<file path="src/rtl/psc_pkg.sv">
// ----------------------------------------------------------------------------
// psc_pkg
// Widths, codes, register reset values and shared types of the plane side
// classifier.
// ----------------------------------------------------------------------------
package psc_pkg;

    // Field and datapath widths
    localparam int NRM_W            = 18;
    localparam int COORD_W          = 32;
    localparam int OFF_W            = 32;
    localparam int TOL_W            = 31;
    localparam int OP_W             = 3;
    localparam int SIDE_W           = 2;
    localparam int CFG_IDX_W        = 3;
    localparam int CFG_DATA_W       = 32;
    localparam int NORMAL_FRAC_BITS = 16;
    localparam int NUM_PTS          = 3;
    localparam int NUM_AXES         = 3;
    localparam int PT_W             = COORD_W + 1;
    localparam int THR_W            = COORD_W + 1;
    localparam int PROD_W           = PT_W + NRM_W;
    localparam int SUM_W            = PROD_W + 1;
    localparam int DIST_W           = SUM_W + 1;

    // Primitive codes
    localparam logic [OP_W-1:0] OP_POINT    = 3'd0;
    localparam logic [OP_W-1:0] OP_SEGMENT  = 3'd1;
    localparam logic [OP_W-1:0] OP_TRIANGLE = 3'd2;
    localparam logic [OP_W-1:0] OP_SPHERE   = 3'd3;
    localparam logic [OP_W-1:0] OP_BOX      = 3'd4;

    // Side codes
    localparam logic [SIDE_W-1:0] SIDE_ON   = 2'd0;
    localparam logic [SIDE_W-1:0] SIDE_POS  = 2'd1;
    localparam logic [SIDE_W-1:0] SIDE_NEG  = 2'd2;
    localparam logic [SIDE_W-1:0] SIDE_BOTH = 2'd3;

    // Register indexes
    localparam logic [CFG_IDX_W-1:0] CFG_NORMAL_X     = 3'd0;
    localparam logic [CFG_IDX_W-1:0] CFG_NORMAL_Y     = 3'd1;
    localparam logic [CFG_IDX_W-1:0] CFG_NORMAL_Z     = 3'd2;
    localparam logic [CFG_IDX_W-1:0] CFG_PLANE_OFFSET = 3'd3;
    localparam logic [CFG_IDX_W-1:0] CFG_ON_TOLERANCE = 3'd4;

    // Register reset values
    localparam logic [NRM_W-1:0] RST_NORMAL_X     = 18'sd0;
    localparam logic [NRM_W-1:0] RST_NORMAL_Y     = 18'sd0;
    localparam logic [NRM_W-1:0] RST_NORMAL_Z     = 18'sd65536;
    localparam logic [OFF_W-1:0] RST_PLANE_OFFSET = 32'sd0;
    localparam logic [TOL_W-1:0] RST_ON_TOLERANCE = 31'd65;

    // Plane registers
    typedef struct packed {
        logic signed [NRM_W-1:0] nx;
        logic signed [NRM_W-1:0] ny;
        logic signed [NRM_W-1:0] nz;
        logic signed [OFF_W-1:0] offset;
        logic        [TOL_W-1:0] tol;
    } cfg_t;

    // One point, exact 33-bit coordinates
    typedef struct packed {
        logic signed [PT_W-1:0] x;
        logic signed [PT_W-1:0] y;
        logic signed [PT_W-1:0] z;
    } point_t;

    // Per-item side information travelling with the distances
    typedef struct packed {
        logic        [OP_W-1:0]  op;
        logic signed [THR_W-1:0] thr;
    } meta_t;

    // Load enables of the distance lanes
    typedef struct packed {
        logic mul;
        logic sum;
        logic sdist;
    } lane_en_t;

endpackage

</file>
<file path="src/rtl/psc_front.sv">
// ----------------------------------------------------------------------------
// psc_front
// Input register: forms the three points of a primitive (box far corners
// included) and the test threshold (second_x for a sphere, else the tolerance).
// ----------------------------------------------------------------------------
module psc_front (
    input  logic                                  clk,
    input  logic                                  en,
    input  psc_pkg::cfg_t                         cfg,
    input  logic        [psc_pkg::OP_W-1:0]       op,
    input  logic signed [psc_pkg::COORD_W-1:0]    first_x,
    input  logic signed [psc_pkg::COORD_W-1:0]    first_y,
    input  logic signed [psc_pkg::COORD_W-1:0]    first_z,
    input  logic signed [psc_pkg::COORD_W-1:0]    second_x,
    input  logic signed [psc_pkg::COORD_W-1:0]    second_y,
    input  logic signed [psc_pkg::COORD_W-1:0]    second_z,
    input  logic signed [psc_pkg::COORD_W-1:0]    third_x,
    input  logic signed [psc_pkg::COORD_W-1:0]    third_y,
    input  logic signed [psc_pkg::COORD_W-1:0]    third_z,
    output psc_pkg::point_t                       pts [psc_pkg::NUM_PTS],
    output psc_pkg::meta_t                        meta
);
    import psc_pkg::*;

    logic signed [PT_W-1:0] a_ext [NUM_AXES];
    logic signed [PT_W-1:0] b_ext [NUM_AXES];
    logic signed [PT_W-1:0] p0    [NUM_AXES];
    logic signed [PT_W-1:0] p1    [NUM_AXES];
    logic                   n_neg [NUM_AXES];
    point_t                 pts_next [NUM_PTS];
    point_t                 pts_reg  [NUM_PTS];
    meta_t                  meta_next;
    meta_t                  meta_reg;

    // Widen the first two vertices by one bit for exact corners
    always_comb
    begin
        a_ext[0] = PT_W'(first_x);
        a_ext[1] = PT_W'(first_y);
        a_ext[2] = PT_W'(first_z);
        b_ext[0] = PT_W'(second_x);
        b_ext[1] = PT_W'(second_y);
        b_ext[2] = PT_W'(second_z);
        n_neg[0] = cfg.nx[NRM_W-1];
        n_neg[1] = cfg.ny[NRM_W-1];
        n_neg[2] = cfg.nz[NRM_W-1];
    end

    // Pick the far corners of a box by the normal signs
    always_comb
    begin
        for (int i = 0; i < NUM_AXES; i++)
        begin
            if (op == OP_BOX)
            begin
                p0[i] = n_neg[i] ? (a_ext[i] + b_ext[i]) : (a_ext[i] - b_ext[i]);
                p1[i] = n_neg[i] ? (a_ext[i] - b_ext[i]) : (a_ext[i] + b_ext[i]);
            end
            else
            begin
                p0[i] = a_ext[i];
                p1[i] = b_ext[i];
            end
        end
    end

    // Assemble points and threshold
    always_comb
    begin
        pts_next[0].x = p0[0];
        pts_next[0].y = p0[1];
        pts_next[0].z = p0[2];
        pts_next[1].x = p1[0];
        pts_next[1].y = p1[1];
        pts_next[1].z = p1[2];
        pts_next[2].x = PT_W'(third_x);
        pts_next[2].y = PT_W'(third_y);
        pts_next[2].z = PT_W'(third_z);
        meta_next.op  = op;
        if (op == OP_SPHERE)
        begin
            meta_next.thr = THR_W'(second_x);
        end
        else
        begin
            meta_next.thr = $signed({{(THR_W-TOL_W){1'b0}}, cfg.tol});
        end
    end

    // Capture the accepted beat
    always_ff @(posedge clk)
    begin
        if (en)
        begin
            pts_reg  <= pts_next;
            meta_reg <= meta_next;
        end
    end

    assign pts  = pts_reg;
    assign meta = meta_reg;

endmodule

</file>
<file path="config.mk">
export PLATFORM = sky130hd
export DESIGN_NAME = psc_front
export DESIGN_NICKNAME = d
export VERILOG_FILES = /design/src/rtl/psc_pkg.sv /design/src/rtl/psc_front.sv
export SDC_FILE = /design/constraint.sdc
export NUM_CORES = 1
export LEC_CHECK = 0
export BUFFER_PORTS_ARGS = -buffer_cell sky130_fd_sc_hd__buf_2
export CAP_MARGIN = 20
export CORE_AREA = 5 5 286 288
export CTS_BUF_LIST = sky130_fd_sc_hd__clkbuf_4
export CTS_CLUSTER_SIZE = 10
export DETAILED_ROUTE_END_ITERATION = 12
export DIE_AREA = 0 0 291 293
export MAX_ROUTING_LAYER = met4
export SYNTH_ARGS = -nofsm -noshare
export SYNTH_HDL_FRONTEND = slang
export SYNTH_SLANG_ARGS = --single-unit
</file>
<file path="constraint.sdc">
create_clock -name clk -period 5.8 [get_ports clk]
set_clock_uncertainty 0.05 [all_clocks]
set_input_delay 0.29 -clock clk [delete_from_list [all_inputs] [get_ports clk]]
set_output_delay 0.29 -clock clk [all_outputs]
set_load 0.05 [all_outputs]
</file>
Word level (Yosys, flattened, before mapping)

Cells that the tools add are included.

Flip-flop bits (word level): 329
Input port bits: 410
Output and inout bits: 333
Word-level logic and storage cells: 33

Add/subtract/negate cells: 6
Eq/ne operators: 2
Muxes and demuxes: 13

Operators with widths:

| cell                                                | count |
|---|---|
| 2-to-1 mux 33 bit                                   | 12 |
| adder 32 x 32 -> 33 bit                             | 3 |
| subtractor 32 x 32 -> 33 bit                        | 3 |
| 2-to-1 mux 31 bit                                   | 1 |
| equality test 3 x 2 -> 1 bit, second input constant | 1 |
| equality test 3 bit, second input constant          | 1 |

Logic depth before layout (Yosys ltp)

Word-level depth: 3
Depth in mapped cells: 14
Depth with buffers taken out: 13

Worst setup path after synthesis

Ideal clock, no wire load.

Path type: input -> register
Start: in second_z[19] (netlist bit)
End: reg pts_reg (netlist bit pts[128]) (data pin)
Setup time: 0.256 ns
Arrival time: 3.030 ns
Required time: 5.494 ns
Slack: 2.463 ns
Cell stages on the path: 12
Path buffers: 1
Cells stage by stage: inv_1 -> ha_1 -> buf_6 -> or4_4 -> or3_1 -> o41ai_1 -> a211oi_1 -> and2_4 -> o31ai_4 -> and2b_1 -> mux2_1 -> o22a_1

RTL lines:

| element                | line            | source |
|---|---|---|
| start: declaration     | psc_front.sv:16 | `input logic signed [psc_pkg::COORD_W-1:0] second_z,` |
| end signal: assignment | psc_front.sv:95 | `pts_reg <= pts_next;` |
| end: declaration       | psc_front.sv:31 | `point_t pts_reg [NUM_PTS];` |

==> results.md <==
- Crit path cell chain: dlygate4sd3_1, buf_2, inv_1, ha_1, or4_1, or3b_1, a21oi_1, o31ai_1, a21oi_2, a221oi_4, o31a_1, o21ai_0, a21boi_1, o221ai_1, dlygate4sd3_1
- Initial antenna violation count: 16
- Yosys top cell by area: edfxtp_1
- Maximum vdd drop: 132.0 µV
- Post-route minimum period: 4.424 ns
- Share of layout cells above drive strength 1: 0.2277
- Net Sw Frac: 0.3933
- CTS Buf Count: 96
- Worst hold start: third_x[25]
- Outcome: finished clean
- Vias: 24796
- Avg Inst Size Synth: 9.034 µm²
- Post-synthesis sequential area ratio: 0.4006
- Synth async-reset ratio: 0
- Critical path's slowest cell: dlygate4sd3_1
- H-tree levels: 3
- Area grow syn2layout: 38.02%
- Multiplexer area fraction after synthesis: 0.02532
- Post-route setup TNS: 0 ns
- Setup crit start: second_y[9]
- Arr. time, crit path: 4.95 ns
- Crit-path max cell delay: 0.58 ns
- Power, Total: 0.008325 W
- # nets final: 4347
- Maximum root-to-sink buffer count: 3
- Comb pwr share: 0.375
- WP data required: 6.32 ns
- Placer Congestion: 0.9189
- Clock slew at reported path FFs: 0.08 ns
- Slew margin rel.: 0.2824
- WL final: 95620 µm
- Die Ht: 293 µm
- Largest family of logic cells by synthesized area: compound AO/OA/AOI/OAI gates
- Delay-heaviest family, CP: compound AO/OA/AOI/OAI gates
- IO Port Bufs: 659
- First-pass DRT Iterations: 6
- Synth area leaders: edfxtp_1 40%, ha_1 9.7%, o21ai_0 5.9%
- Vias/cell: 5.089
- Core Rows: 103
- DRC violations left: 0
- Highest Clock Rate: 226.1 MHz
- IO Pins: 743
- Pre-CTS setup slack: 1.683 ns
- Post-Synthesis Cells: 2730
- Final setup viols: 0
- Mapped Area: 0.02466 mm²
- Max-slew violations: 0
- Initial core utilization: 0.3137
- EDFF count, synth: 329
- Seq pwr share: 0.354
- Crit path launch type: input pin
- Hold Path End: pts[91]
- DR iter-0 viols: 1777
- CTS Root Cell: clkbuf_4
- Area fraction of the dominant cell type after synthesis: 0.4006
- Worst-Margin Slew: 1.076 ns
- Hold depth: 2
- Crit end category: register
- Complex-gate fraction of the synthesized area: 0.2199
- Overall global routing resource usage: 0.2178
- Number of nets with antenna violations after routing: 0
- Post-synthesis adder-cell area fraction: 0.1023
- Core box area: 0.07861 mm²
- Max-Cap Viols: 0
- Final Cell Area: 0.03404 mm²
- Synth warn: 0
- DP Area: 0.02878 mm²
- DR WL/cell: 19.63 µm
- PnR worst setup slack: 1.376 ns
- Setup repair bufs after CTS: 0
- Die X-Extent: 291 µm
- Synth Area in XOR/XNOR: 0.05966
- CTS Hold Bufs: 401
- Syn nets: 3338
- Max reg flops: 294
- Largest net degree at the start of global routing: 160
- Int Pwr: 0.005051 W
- First-pass GRT wire length: 143600 µm
- Net switching power figure: 0.003275 W
- Primary FF master, synth: edfxtp_1
- CTS resizes: 0
- Lkg Pwr: 14.96 nW
- RSZ-0062 raised after global routing: no
- Min-delay worst type: in2reg
- FF+latch count, synth: 329
- CTS tree: built
- Hold Vio Cnt, Final: 0
- Post-DP HPWL: 70030 µm
- Fin crit share: 0.7627
- Crit Path Category: in2reg
- Vias in the first global route: 24355
- Grt total ovfl: 0
- Clock network power share: 0.271
- Crit-path max FO: 12
- Num Clock Sinks: 329
- Cell area power density: 244.6 mW/mm²
- Synth Area in Simple Gates: 0.1373
- Die area: 0.08526 mm²
- Buffer and inverter count on the worst path: 4
- CP most frequent cell: dlygate4sd3_1
- Number of distinct library cells after synthesis: 93
-- worst max path at each step --
stage / end / slack, ns / depth (start not counted)
2_1_floorplan: pts[128] / 2.46 / 12
3_3_place_gp: pts[128] / 1.73 / 12
3_5_place_dp: pts[229] / 1.68 / 12
4_1_cts: pts[164] / 1.66 / 14
5_1_grt: pts[164] / 1.15 / 16
6_report: pts[164] / 1.38 / 15
-- Yosys cell counts (7+ instances only) --
cell      number
nand2b_1      24
nor2_1       181
nor3_1        57
inv_1        177
o21ai_1       10
ha_1         192
nand4_1       18
o221ai_1      14
o21a_1        10
nand3_1       42
a22oi_1        7
a21boi_0       7
nand2_1      320
or2_2         11
o31ai_1       29
clkbuf_1     130
xnor2_1      143
nor4_1        18
buf_1         20
a211oi_1      27
and3_1        13
a211o_1        9
or3_1         19
o21bai_1      35
a31oi_1       26
a311oi_1       7
o21ai_0      291
o211ai_1      25
buf_2         10
a21oi_1      217
nor2b_1       21
edfxtp_1     329
xor2_1        25
a21o_1        51
mux2i_1       59
o22ai_1       12
clkinv_1       7
-- power by group through the flow --
stage | registers (W) | clock network [W] | logic (W)
6_report | 0.00295 | 0.00225 | 0.00312
5_1_grt | 0.00297 | 0.00248 | 0.00335
4_1_cts | 0.00295 | 0.00233 | 0.00310
3_5_place_dp | 0.00299 | 0 | 0.00285
3_3_place_gp | 0.00299 | 0 | 0.00284
2_1_floorplan | 0.00374 | 0 | 0.00128
-- stage by stage --
step / cells / utilization / hold slack (ns)
after floorplan: 2730 / - / 0.3389
after global placement: 4289 / 0.3661 / 0.4167
after detailed placement: 4289 / 0.3661 / 0.4182
after CTS: 4857 / 0.4325 / 0.0001169
after global routing: 4871 / 0.4330 / 0.02727
final: 4872 / 0.4330 / 0.09704
-- cell usage in the layout, fill, tap and decap left out, types with 18 or more instances in the layout --
cell / count
a21o_1: 51
xnor2_1: 143
o31ai_1: 29
inv_1: 177
buf_2: 658
dlygate4sd3_1: 401
a21oi_1: 217
nor4_1: 18
clkinv_1: 20
o211ai_1: 25
nand2_1: 319
xor2_1: 25
o21ai_0: 291
nand3_1: 42
clkbuf_4: 138
o21bai_1: 35
ha_1: 192
nor2_1: 181
nor3_1: 57
mux2i_1: 59
or3_1: 19
a211oi_1: 27
a31oi_1: 26
nand4_1: 18
nor2b_1: 21
edfxtp_1: 329
nand2b_1: 24
-- layout make-up --
cell class / instances / area (µm²)
Antenna cell: 14 / 35.03
Clock inverter: 29 / 170.2
Timing Repair Buffer: 1077 / 7472
Fill cell: 7657 / 44570
Tap cell: 1050 / 1314
Multi-Input combinational cell: 2050 / 13440
Sequential cell: 329 / 9879
Inverter: 185 / 694.4
Clock buffer: 138 / 1036
-- per-layer routing --
layer  track usage  routed length (µm)
met1        0.2568               39370
met2        0.3701               46820
met3       0.04580                6172
met4       0.07853                3259
met5             -                   0
-- cells by family after synthesis --
family | after synthesis
DFF | 329
and+or+nand+nor | 754
adders and majority gates | 198
xor gates and xnor gates | 168
muxes | 62
AOI/OAI and AO/OA | 868
buffers and inverters | 351
Power figures use the tool's default switching activity.
