`src/rtl/psc_pkg.sv`:
```
// ----------------------------------------------------------------------------
// psc_pkg
// Widths, codes, register reset values and shared types of the plane side
// classifier.
// ----------------------------------------------------------------------------
package psc_pkg;

    // Field and datapath widths
    localparam int NRM_W            = 18;
    localparam int COORD_W          = 32;
    localparam int OFF_W            = 32;
    localparam int TOL_W            = 31;
    localparam int OP_W             = 3;
    localparam int SIDE_W           = 2;
    localparam int CFG_IDX_W        = 3;
    localparam int CFG_DATA_W       = 32;
    localparam int NORMAL_FRAC_BITS = 16;
    localparam int NUM_PTS          = 3;
    localparam int NUM_AXES         = 3;
    localparam int PT_W             = COORD_W + 1;
    localparam int THR_W            = COORD_W + 1;
    localparam int PROD_W           = PT_W + NRM_W;
    localparam int SUM_W            = PROD_W + 1;
    localparam int DIST_W           = SUM_W + 1;

    // Primitive codes
    localparam logic [OP_W-1:0] OP_POINT    = 3'd0;
    localparam logic [OP_W-1:0] OP_SEGMENT  = 3'd1;
    localparam logic [OP_W-1:0] OP_TRIANGLE = 3'd2;
    localparam logic [OP_W-1:0] OP_SPHERE   = 3'd3;
    localparam logic [OP_W-1:0] OP_BOX      = 3'd4;

    // Side codes
    localparam logic [SIDE_W-1:0] SIDE_ON   = 2'd0;
    localparam logic [SIDE_W-1:0] SIDE_POS  = 2'd1;
    localparam logic [SIDE_W-1:0] SIDE_NEG  = 2'd2;
    localparam logic [SIDE_W-1:0] SIDE_BOTH = 2'd3;

    // Register indexes
    localparam logic [CFG_IDX_W-1:0] CFG_NORMAL_X     = 3'd0;
    localparam logic [CFG_IDX_W-1:0] CFG_NORMAL_Y     = 3'd1;
    localparam logic [CFG_IDX_W-1:0] CFG_NORMAL_Z     = 3'd2;
    localparam logic [CFG_IDX_W-1:0] CFG_PLANE_OFFSET = 3'd3;
    localparam logic [CFG_IDX_W-1:0] CFG_ON_TOLERANCE = 3'd4;

    // Register reset values
    localparam logic [NRM_W-1:0] RST_NORMAL_X     = 18'sd0;
    localparam logic [NRM_W-1:0] RST_NORMAL_Y     = 18'sd0;
    localparam logic [NRM_W-1:0] RST_NORMAL_Z     = 18'sd65536;
    localparam logic [OFF_W-1:0] RST_PLANE_OFFSET = 32'sd0;
    localparam logic [TOL_W-1:0] RST_ON_TOLERANCE = 31'd65;

    // Plane registers
    typedef struct packed {
        logic signed [NRM_W-1:0] nx;
        logic signed [NRM_W-1:0] ny;
        logic signed [NRM_W-1:0] nz;
        logic signed [OFF_W-1:0] offset;
        logic        [TOL_W-1:0] tol;
    } cfg_t;

    // One point, exact 33-bit coordinates
    typedef struct packed {
        logic signed [PT_W-1:0] x;
        logic signed [PT_W-1:0] y;
        logic signed [PT_W-1:0] z;
    } point_t;

    // Per-item side information travelling with the distances
    typedef struct packed {
        logic        [OP_W-1:0]  op;
        logic signed [THR_W-1:0] thr;
    } meta_t;

    // Load enables of the distance lanes
    typedef struct packed {
        logic mul;
        logic sum;
        logic sdist;
    } lane_en_t;

endpackage

```
`src/rtl/psc_classify.sv`:
```
// ----------------------------------------------------------------------------
// psc_classify
// Compares each distance with the scaled threshold, merges the point classes
// by primitive and holds the result beat in the output register.
// ----------------------------------------------------------------------------
module psc_classify (
    input  logic                               clk,
    input  logic                               rst_n,
    input  logic                               ready,
    input  logic                               in_valid,
    input  psc_pkg::meta_t                     meta,
    input  logic signed [psc_pkg::DIST_W-1:0]  sdist [psc_pkg::NUM_PTS],
    output logic                               out_valid,
    output logic        [psc_pkg::SIDE_W-1:0]  side
);
    import psc_pkg::*;

    logic signed [DIST_W-1:0] thr_hi;
    logic signed [DIST_W-1:0] thr_lo;
    logic [NUM_PTS-1:0]       is_pos;
    logic [NUM_PTS-1:0]       is_neg;
    logic [NUM_PTS-1:0]       is_on;
    logic                     any_pos;
    logic                     any_neg;
    logic                     all_on;
    logic [SIDE_W-1:0]        side_next;
    logic [SIDE_W-1:0]        side_reg;
    logic                     valid_reg;

    // Scale the threshold to the distance format
    always_comb
    begin
        thr_hi = $signed({{(DIST_W-THR_W-NORMAL_FRAC_BITS){meta.thr[THR_W-1]}},
                          meta.thr, {NORMAL_FRAC_BITS{1'b0}}});
        thr_lo = -thr_hi;
    end

    // Classify each point, positive test first
    always_comb
    begin
        for (int i = 0; i < NUM_PTS; i++)
        begin
            is_pos[i] = sdist[i] > thr_hi;
            is_neg[i] = !is_pos[i] && (sdist[i] < thr_lo);
            is_on[i]  = !is_pos[i] && !is_neg[i];
        end
    end

    // Merge vertex classes and map the sphere and box tests
    always_comb
    begin
        any_pos   = 1'b0;
        any_neg   = 1'b0;
        all_on    = 1'b0;
        side_next = SIDE_ON;
        case (meta.op)
            OP_POINT:
            begin
                any_pos = is_pos[0];
                any_neg = is_neg[0];
                all_on  = is_on[0];
            end
            OP_SEGMENT:
            begin
                any_pos = is_pos[0] || is_pos[1];
                any_neg = is_neg[0] || is_neg[1];
                all_on  = is_on[0] && is_on[1];
            end
            OP_TRIANGLE:
            begin
                any_pos = |is_pos;
                any_neg = |is_neg;
                all_on  = &is_on;
            end
            default:
            begin
            end
        endcase

        case (meta.op)
            OP_POINT, OP_SEGMENT, OP_TRIANGLE:
            begin
                if (all_on)
                    side_next = SIDE_ON;
                else if (!any_neg)
                    side_next = SIDE_POS;
                else if (!any_pos)
                    side_next = SIDE_NEG;
                else
                    side_next = SIDE_BOTH;
            end
            OP_SPHERE:
            begin
                if (is_pos[0])
                    side_next = SIDE_POS;
                else if (is_neg[0])
                    side_next = SIDE_NEG;
                else
                    side_next = SIDE_BOTH;
            end
            OP_BOX:
            begin
                if (is_pos[0])
                    side_next = SIDE_POS;
                else if (is_neg[1])
                    side_next = SIDE_NEG;
                else
                    side_next = SIDE_BOTH;
            end
            default:
            begin
                side_next = SIDE_ON;
            end
        endcase
    end

    // Output register: advance when empty or taken
    always_ff @(posedge clk or negedge rst_n)
    begin
        if (!rst_n)
        begin
            valid_reg <= 1'b0;
        end
        else if (ready)
        begin
            valid_reg <= in_valid;
        end
    end

    always_ff @(posedge clk)
    begin
        if (ready && in_valid)
        begin
            side_reg <= side_next;
        end
    end

    assign out_valid = valid_reg;
    assign side      = side_reg;

endmodule

```
`config.mk`:
```
export PLATFORM = sky130hd
export DESIGN_NAME = psc_classify
export DESIGN_NICKNAME = d
export VERILOG_FILES = /design/src/rtl/psc_pkg.sv /design/src/rtl/psc_classify.sv
export SDC_FILE = /design/constraint.sdc
export NUM_CORES = 1
export LEC_CHECK = 0
export ABC_CLOCK_PERIOD_IN_PS = 800
export BUFFER_PORTS_ARGS = -buffer_cell sky130_fd_sc_hd__buf_4
export CAP_MARGIN = 10
export CORE_ASPECT_RATIO = 1.75
export CORE_UTILIZATION = 54
export CTS_BUF_LIST = sky130_fd_sc_hd__clkbuf_8
export DETAILED_ROUTE_END_ITERATION = 16
export PLACE_DENSITY = 0.87
export SYNTH_ARGS = -nofsm -noshare
export SYNTH_HDL_FRONTEND = slang
export SYNTH_SLANG_ARGS = --single-unit
```
`constraint.sdc`:
```
create_clock -name clk -period 0.8 [get_ports clk]
set_input_delay 0.08 -clock clk [delete_from_list [all_inputs] [get_ports clk]]
set_output_delay 0.08 -clock clk [all_outputs]
set_load 0.005 [all_outputs]
```
==> results.yml, run 1 <==
outcome:
  status: "stopped before the end"
  stop_stage: "global routing (5_1_grt)"
  tool.error: "[ERROR GRT-0116] Global routing finished with congestion. Check the congestion regions in the DRC Viewer."
cts:
  htree_levels: 1
  clk_path_buf_depth: 2
  clockRootBuffer: "clkbuf_8"
  clock_sinks: 3
  cts_made_buffers: 3
placed_design:
  io_buffers: 201
  placed_area_um2: 9320
  dp_hpwl_um: 24400
  gp_routability_congestion: 0.967
die:
  io_pins: 202
  start_util_pct: 55.2
  die_width_um: 81.1
  rows: 50
  die_y_um: 140
logic_synthesis:
  synth-edff-count: 2
  synth.avg_cell_area_um2: 7.77
  netlist.area_leader.share_pct: 45.9
  postSynth.asyncResetShare_pct: 33.3
  synth_area_leaders: "ha_1 46%, a21oi_1 6.4%, nand2_1 4.6%, xnor2_1 4.0%, nand4_1 3.6%"
  synthCells: 761
  netlist-cell-type-count: 61
  netlist_area_um2: 5910
  synthFlopType: "edfxtp_1"
  yosysWarnings: 0
  synthesis.nets: 1177
  synth-seq-cells: 3
  synth_common_cells: "217 x ha_1, 75 x a21oi_1, 72 x nand2_1"
  yosysTopAreaCell: "ha_1"
  ys_seq_area_share_pct: 1.44
  synth.most_common_cell: "ha_1"
grt:
  grt_max_degree: 11
  track_usage_pct: 74.2
  grt_pass1_vias: 11600
  grt_pass1_wl_um: 63500
  grt.overflow.total: 150
## cells by family after synthesis
group,Yosys count,synth area share (%)
simple gates,266,23.7
fa+ha+maj,217,45.9
compound gates,197,20.9
buf+inv,46,2.92
xor+xnor,30,4.70
flops,3,1.44
mux,2,0.360
## stage by stage
| stage | setup TNS, ns | cells | setup WS (ns) |
|---|---|---|---|
| floorplan | -5.70 | 761 | -2.86 |
| global placement | -6.37 | 1313 | -3.21 |
| detailed placement | -7.02 | 1313 | -3.55 |
| CTS | -5.95 | 1329 | -2.97 |
## metal layers
metal | overflow | global-route usage (%)
met1 | 2 | 66.8
met3 | 4 | 52.7
met2 | 92 | 97.6
met4 | 52 | 86.6
met5 | 0 | 5.24
## what timing repair did
item | in CTS
setup endpoints to repair | 3
pin swaps | 44
setup buffers | 12
gates resized for setup | 54
hold endpoints to repair | 1
hold buffers | 1
gates cloned | 0
==> inputs of run 2 (changes only) <==
--- a/config.mk
+++ b/config.mk
@@ -8,11 +8,9 @@
 export ABC_CLOCK_PERIOD_IN_PS = 800
 export BUFFER_PORTS_ARGS = -buffer_cell sky130_fd_sc_hd__buf_4
 export CAP_MARGIN = 10
-export CORE_ASPECT_RATIO = 1.75
-export CORE_UTILIZATION = 54
-export CTS_BUF_LIST = sky130_fd_sc_hd__clkbuf_8
+export CORE_UTILIZATION = 40
 export DETAILED_ROUTE_END_ITERATION = 16
-export PLACE_DENSITY = 0.87
+export PLACE_DENSITY_LB_ADDON = 0.15
 export SYNTH_ARGS = -nofsm -noshare
 export SYNTH_HDL_FRONTEND = slang
 export SYNTH_SLANG_ARGS = --single-unit
==> run 2 against run 1 <==
Compared with the run above:
- the flow now finishes, with violations (negative setup slack)
- synthesized area did not move
- synthesized cell count did not move
==> results.yml, run 2 <==
outcome:
  status: "complete, but fails checks"
  violations: "negative setup slack"
timing:
  period_minus_slack_ns: 3.71
  timing.hold.ws_ns: 0.109
  final-max-slew-violation-count: 0
  setup_ws_ns: -2.91
  rsz0062_at_grt: "yes"
  relSlewSlack_pct: 66.0
  setup_violations: 4
  worstMarginPinSlew_ns: 0.506
  fin_skew_ns: 0
  max_clock_freq_ghz: 0.269
  hold_viol: 0
  fin_tns_setup_ns: -5.80
  fin_crit_sh_pct: 464
routing:
  drc: 0
  vias_per_cell: 5.39
  firstDrtPassIters: 5
  wire_per_inst_um: 16.0
  drt_iter0_drc: 272
  routed_wl_um: 22500
  ant_nets: 0
  route.vias.total: 7558
cts:
  cts_made_buffers: 3
  clk_path_buf_depth: 2
  cts_tree: "yes"
  insertion_delay_ns: 0.22
  htree_levels: 1
  clockRootBuffer: "clkbuf_16"
  clock_sinks: 3
  clk_pin_slew_ns: 0.03
worst_hold_path:
  hold_class: "in -> reg"
critical_path:
  critPathArrivalTime_ns: 3.69
  crit-reg2reg-launch: "out_valid"
  path_cells: "buf_6, nor4_4, nand4_1, buf_4, or2_4, nor3_4, and3_4, a21o_1, buf_4, ha_1, nand2_1, nand3_1, a31o_4, nor4_4, buf_4, nor2_2, a211oi_2, and3_1, o221ai_1, a31o_1"
  path_common_cell: "buf_4"
  crit_type: "in -> reg"
  reg2regPathDepth: 1
  max_stage_delay_ns: 0.33
  critPathMaxFanout: 3
  cp-end-kind: "flop"
  regToRegEndpoint: "out_valid"
  critPathLaunch: "meta[11]"
  required_ns: 0.77
  startpoint_type: "input port"
  critPathCapture: "side[0]"
  cp_slowest_cell: "nor4_4"
  reg2reg_slack_ns: 0.03
power:
  p_leak_nw: 5.13
  power_mw: 6.21
  powerDensity_nw_per_um2: 622
  peakVddDrop_mv: 0.545
layout:
  final_cell_mix: "445 x buf_4, 216 x ha_1, 72 x a21oi_1"
  layoutNonFillerInstCount: 1402
  final_util_pct: 68.9
  layout.cells.most_common: "buf_4"
  nets: 1635
  multi_input_area_um2: 5970
  num_antenna_cells: 0
  area_delta_synth_final_pct: 68.9
  design_area_um2: 9980
  drive_gt1_share_pct: 42.1
  nFillCells: 1290
  largest_reg_flops: 2
  seqCellArea_um2: 85.1
die:
  die_width_um: 124
  rows: 44
  dieArea_um2: 15300
  die_y_um: 124
  start_util_pct: 40.8
  coreArea_um2: 14500
  io_pins: 202
placed_design:
  io_buffers: 201
  dp_slack_ns: -3.50
  placed_area_um2: 9530
  dp_cells: 1387
  gp_routability_congestion: 0.938
  dp_hpwl_um: 20100
grt:
  grt_max_degree: 10
  grt_pass1_vias: 7322
  track_usage_pct: 29.0
  grt_pass1_wl_um: 34600
  grt.overflow.total: 0
  antenna_found_initial: 0
logic_synthesis:
  synth-seq-cells: 3
  synth.avg_cell_area_um2: 7.77
  ys_seq_area_share_pct: 1.44
  synthesis.nets: 1177
  netlist.area_leader.share_pct: 45.9
  synth.most_common_cell: "ha_1"
  netlist-cell-type-count: 61
  yosysTopAreaCell: "ha_1"
  synthFlopType: "edfxtp_1"
  synth_area_leaders: "ha_1 46%, a21oi_1 6.4%, nand2_1 4.6%, xnor2_1 4.0%, nand4_1 3.6%"
  netlist_area_um2: 5910
  synth_common_cells: "217 x ha_1, 75 x a21oi_1, 72 x nand2_1"
  synth-edff-count: 2
  postSynth.asyncResetShare_pct: 33.3
  synthCells: 761
  yosysWarnings: 0
flow_run:
  maxCapViolations: 0
-- run 2: layer usage --
metal  routed length [um]  up-vias  global-route usage (%)
met5                    0        -                       0
met4                  417        0                    5.57
met3                 1110       23                    1.57
met2                11100      231                    54.1
met1                 9870     3426                    36.6
li1                     -     3878                       -
-- run 2: final cells by class --
class / count / share of cell area, %
well taps: 184 / 2.31
multi-input cells: 712 / 59.9
repair buffers: 453 / 34.4
inverters: 46 / 1.83
flip-flops and latches: 3 / 0.853
clock buffers: 4 / 0.790
-- run 2: logic make-up (layout without fill, tap and decap cells) --
logic type	count (synthesis)	in the layout	share of synthesized area (%)
flops	3	3	1.44
xor+xnor	30	30	4.70
mux	2	2	0.360
compound gates	197	197	20.9
fa+ha+maj	217	217	45.9
buf+inv	46	503	2.92
simple gates	266	266	23.7
-- run 2: power breakdown --
group | switching [mW] | internal, mW
clock network | 0.135 | 0.658
logic | 2.42 | 2.81
registers | 0.00634 | 0.184
-- run 2: critical path: cells and delay by family --
| family | cells | cell delay [ns] |
|---|---|---|
| and+or+nand+nor | 10 | 1.83 |
| AOI/OAI and AO/OA | 5 | 0.91 |
| buffers and inverters | 4 | 0.62 |
| adders and majority gates | 1 | 0.25 |
-- run 2: what timing repair did --
action / 4_1_cts / 5_1_grt
buffers inserted: 7 / 3
endpoints found under the hold margin: 1 / 0
resized for setup: 34 / 21
pin swaps: 28 / 10
setup endpoints to repair: 4 / 5
hold buffers: 1 / 0
-- run 2: worst min path at each step --
stage | slack (ns) | cells after the start | startpoint | end
2_1_floorplan | -0.22 | 0 | rst_n | out_valid
3_3_place_gp | -0.14 | 1 | rst_n | out_valid
3_5_place_dp | -0.14 | 1 | rst_n | out_valid
4_1_cts | 0.11 | 2 | in_valid | out_valid
5_1_grt | 0.12 | 2 | in_valid | out_valid
6_report | 0.11 | 2 | in_valid | out_valid
(Power assumes the default switching activity.)
==> inputs of run 3 (changes only) <==
--- a/config.mk
+++ b/config.mk
@@ -8,6 +8,7 @@
 export ABC_CLOCK_PERIOD_IN_PS = 800
 export BUFFER_PORTS_ARGS = -buffer_cell sky130_fd_sc_hd__buf_4
 export CAP_MARGIN = 10
+export CORE_ASPECT_RATIO = 1.25
 export CORE_UTILIZATION = 40
 export DETAILED_ROUTE_END_ITERATION = 16
 export PLACE_DENSITY_LB_ADDON = 0.15
==> run 3 against run 2 <==
Compared with the run above:
- the run still ends with negative setup slack left
- maximum frequency down 1.5%
- hold slack worse by 0.010 ns
- clock power fell by 0.5%
- final cell count rose by 0.78%
- non-clock buffer count increased by 17
- global-route usage rose by 0.15 points
- combinational power rose by 3%
- critical path depth increased by 2
- first-iteration DRC count grew 4.4%
- critical path type unchanged
- largest power group unchanged
==> results.yml, run 3 (synthesized netlist as in run 2, its figures left out) <==
outcome:
  status: "complete, but fails checks"
  violations: "negative setup slack"
layout:
  final_cell_mix: "462 x buf_4, 214 x ha_1, 73 x a21oi_1"
  nFillCells: 1213
  drive_gt1_share_pct: 43.0
  design_area_um2: 10100
  layoutNonFillerInstCount: 1413
  multi_input_area_um2: 6010
  seqCellArea_um2: 85.1
  final_util_pct: 70.4
  layout.cells.most_common: "buf_4"
  area_delta_synth_final_pct: 71.7
  nets: 1652
  largest_reg_flops: 2
  num_antenna_cells: 0
power:
  p_leak_nw: 5.22
  peakVddDrop_mv: 0.810
  powerDensity_nw_per_um2: 627
timing:
  setup_ws_ns: -2.97
  worstMarginPinSlew_ns: 0.660
  final-max-slew-violation-count: 0
  fin_crit_sh_pct: 471
  hold_viol: 0
  setup_violations: 3
  rsz0062_at_grt: "yes"
  period_minus_slack_ns: 3.77
  fin_tns_setup_ns: -5.88
  timing.hold.ws_ns: 0.0983
  fin_skew_ns: 0
  max_clock_freq_ghz: 0.265
  relSlewSlack_pct: 54.9
die:
  die_width_um: 111
  io_pins: 202
  rows: 49
  die_y_um: 138
  coreArea_um2: 14400
  dieArea_um2: 15300
  start_util_pct: 41.0
critical_path:
  path_cells: "buf_4, buf_4, nor4_4, buf_4, nand4_1, or2_4, buf_4, nor3_4, xnor2_2, buf_4, ha_1, a21o_1, a21oi_2, nor2b_1, o31a_1, o22ai_4, nor4_2, a211oi_2, buf_4, and3_1, o221ai_1, a31o_1"
  max_stage_delay_ns: 0.31
  reg2reg_slack_ns: 0.05
  crit_type: "in -> reg"
  critPathBufInv: 6
  required_ns: 0.77
  cp-end-kind: "flop"
  critPathArrivalTime_ns: 3.74
  startpoint_type: "input port"
  path_common_cell: "buf_4"
  crit_family: "compound AO/OA/AOI/OAI gates"
  cp_slowest_cell: "o31a_1"
  critPathMaxFanout: 3
cts:
  cts_tree: "yes"
  cts_made_buffers: 3
  clock_sinks: 3
  clockRootBuffer: "clkbuf_16"
  clk_path_buf_depth: 2
  insertion_delay_ns: 0.22
  clk_pin_slew_ns: 0.03
  htree_levels: 1
routing:
  routed_wl_um: 23300
  route.vias.total: 7728
  ant_nets: 0
  wire_per_inst_um: 16.5
  drc: 0
  firstDrtPassIters: 5
  drt_iter0_drc: 284
  vias_per_cell: 5.47
worst_hold_path:
  hold_class: "in -> reg"
grt:
  track_usage_pct: 29.2
  grt_max_degree: 9
  antenna_found_initial: 0
  grt.overflow.total: 0
  grt_pass1_wl_um: 35600
  grt_pass1_vias: 7593
flow_run:
  maxCapViolations: 0
placed_design:
  placed_area_um2: 9670
  gp_routability_congestion: 0.966
  dp_hpwl_um: 20700
  dp_cells: 1398
  io_buffers: 201
run 3: final timing paths:
check	from	to	depth (start not counted)
worst max-delay path	meta[1]	side[0]	22
worst min-delay path	in_valid	out_valid	2
worst max register to register	out_valid	out_valid	1
worst min register to register	out_valid	out_valid	1
max in group asynchronous	rst_n	out_valid	2
min in group asynchronous	rst_n	out_valid	2
run 3: layer usage:
layer / part of all wire [%] / global-route usage, % / up-vias
met5: 0 / 0 / -
met4: 5.5 / 15.6 / 0
met3: 4.8 / 2.88 / 67
met2: 51 / 55.7 / 254
met1: 38 / 32.0 / 3492
li1: - / - / 3915
run 3: power breakdown:
group | internal [mW] | leakage [nW] | switching, mW
clock network | 0.657 | 0.0382 | 0.132
logic | 2.90 | 5.15 | 2.48
registers | 0.185 | 0.0295 | 0.00611
total | 3.75 | 5.22 | 2.61
run 3: stage by stage:
step,setup slack (ns),total power [mW]
finish,-2.97,6.36
CTS,-2.85,6.26
global placement,-3.34,5.16
global route,-3.19,6.95
floorplan,-2.86,2.41
detailed placement,-3.37,5.26
run 3: area by class of cell:
type                       instances  area share, %
multi-input combinational        712           59.2
timing repair buffer             470           35.1
tap                              178           2.19
inverter                          46           1.80
sequential                         3          0.838
clock buffer                       4          0.777
run 3: what timing repair did:
action / 4_1_cts / 5_1_grt
gates resized for setup: 46 / 14
endpoints found under the setup margin: 4 / 5
pin swaps: 35 / 9
hold buffers: 1 / 0
endpoints found under the hold margin: 1 / 0
cloned: 0 / 0
buffers inserted: 9 / 2
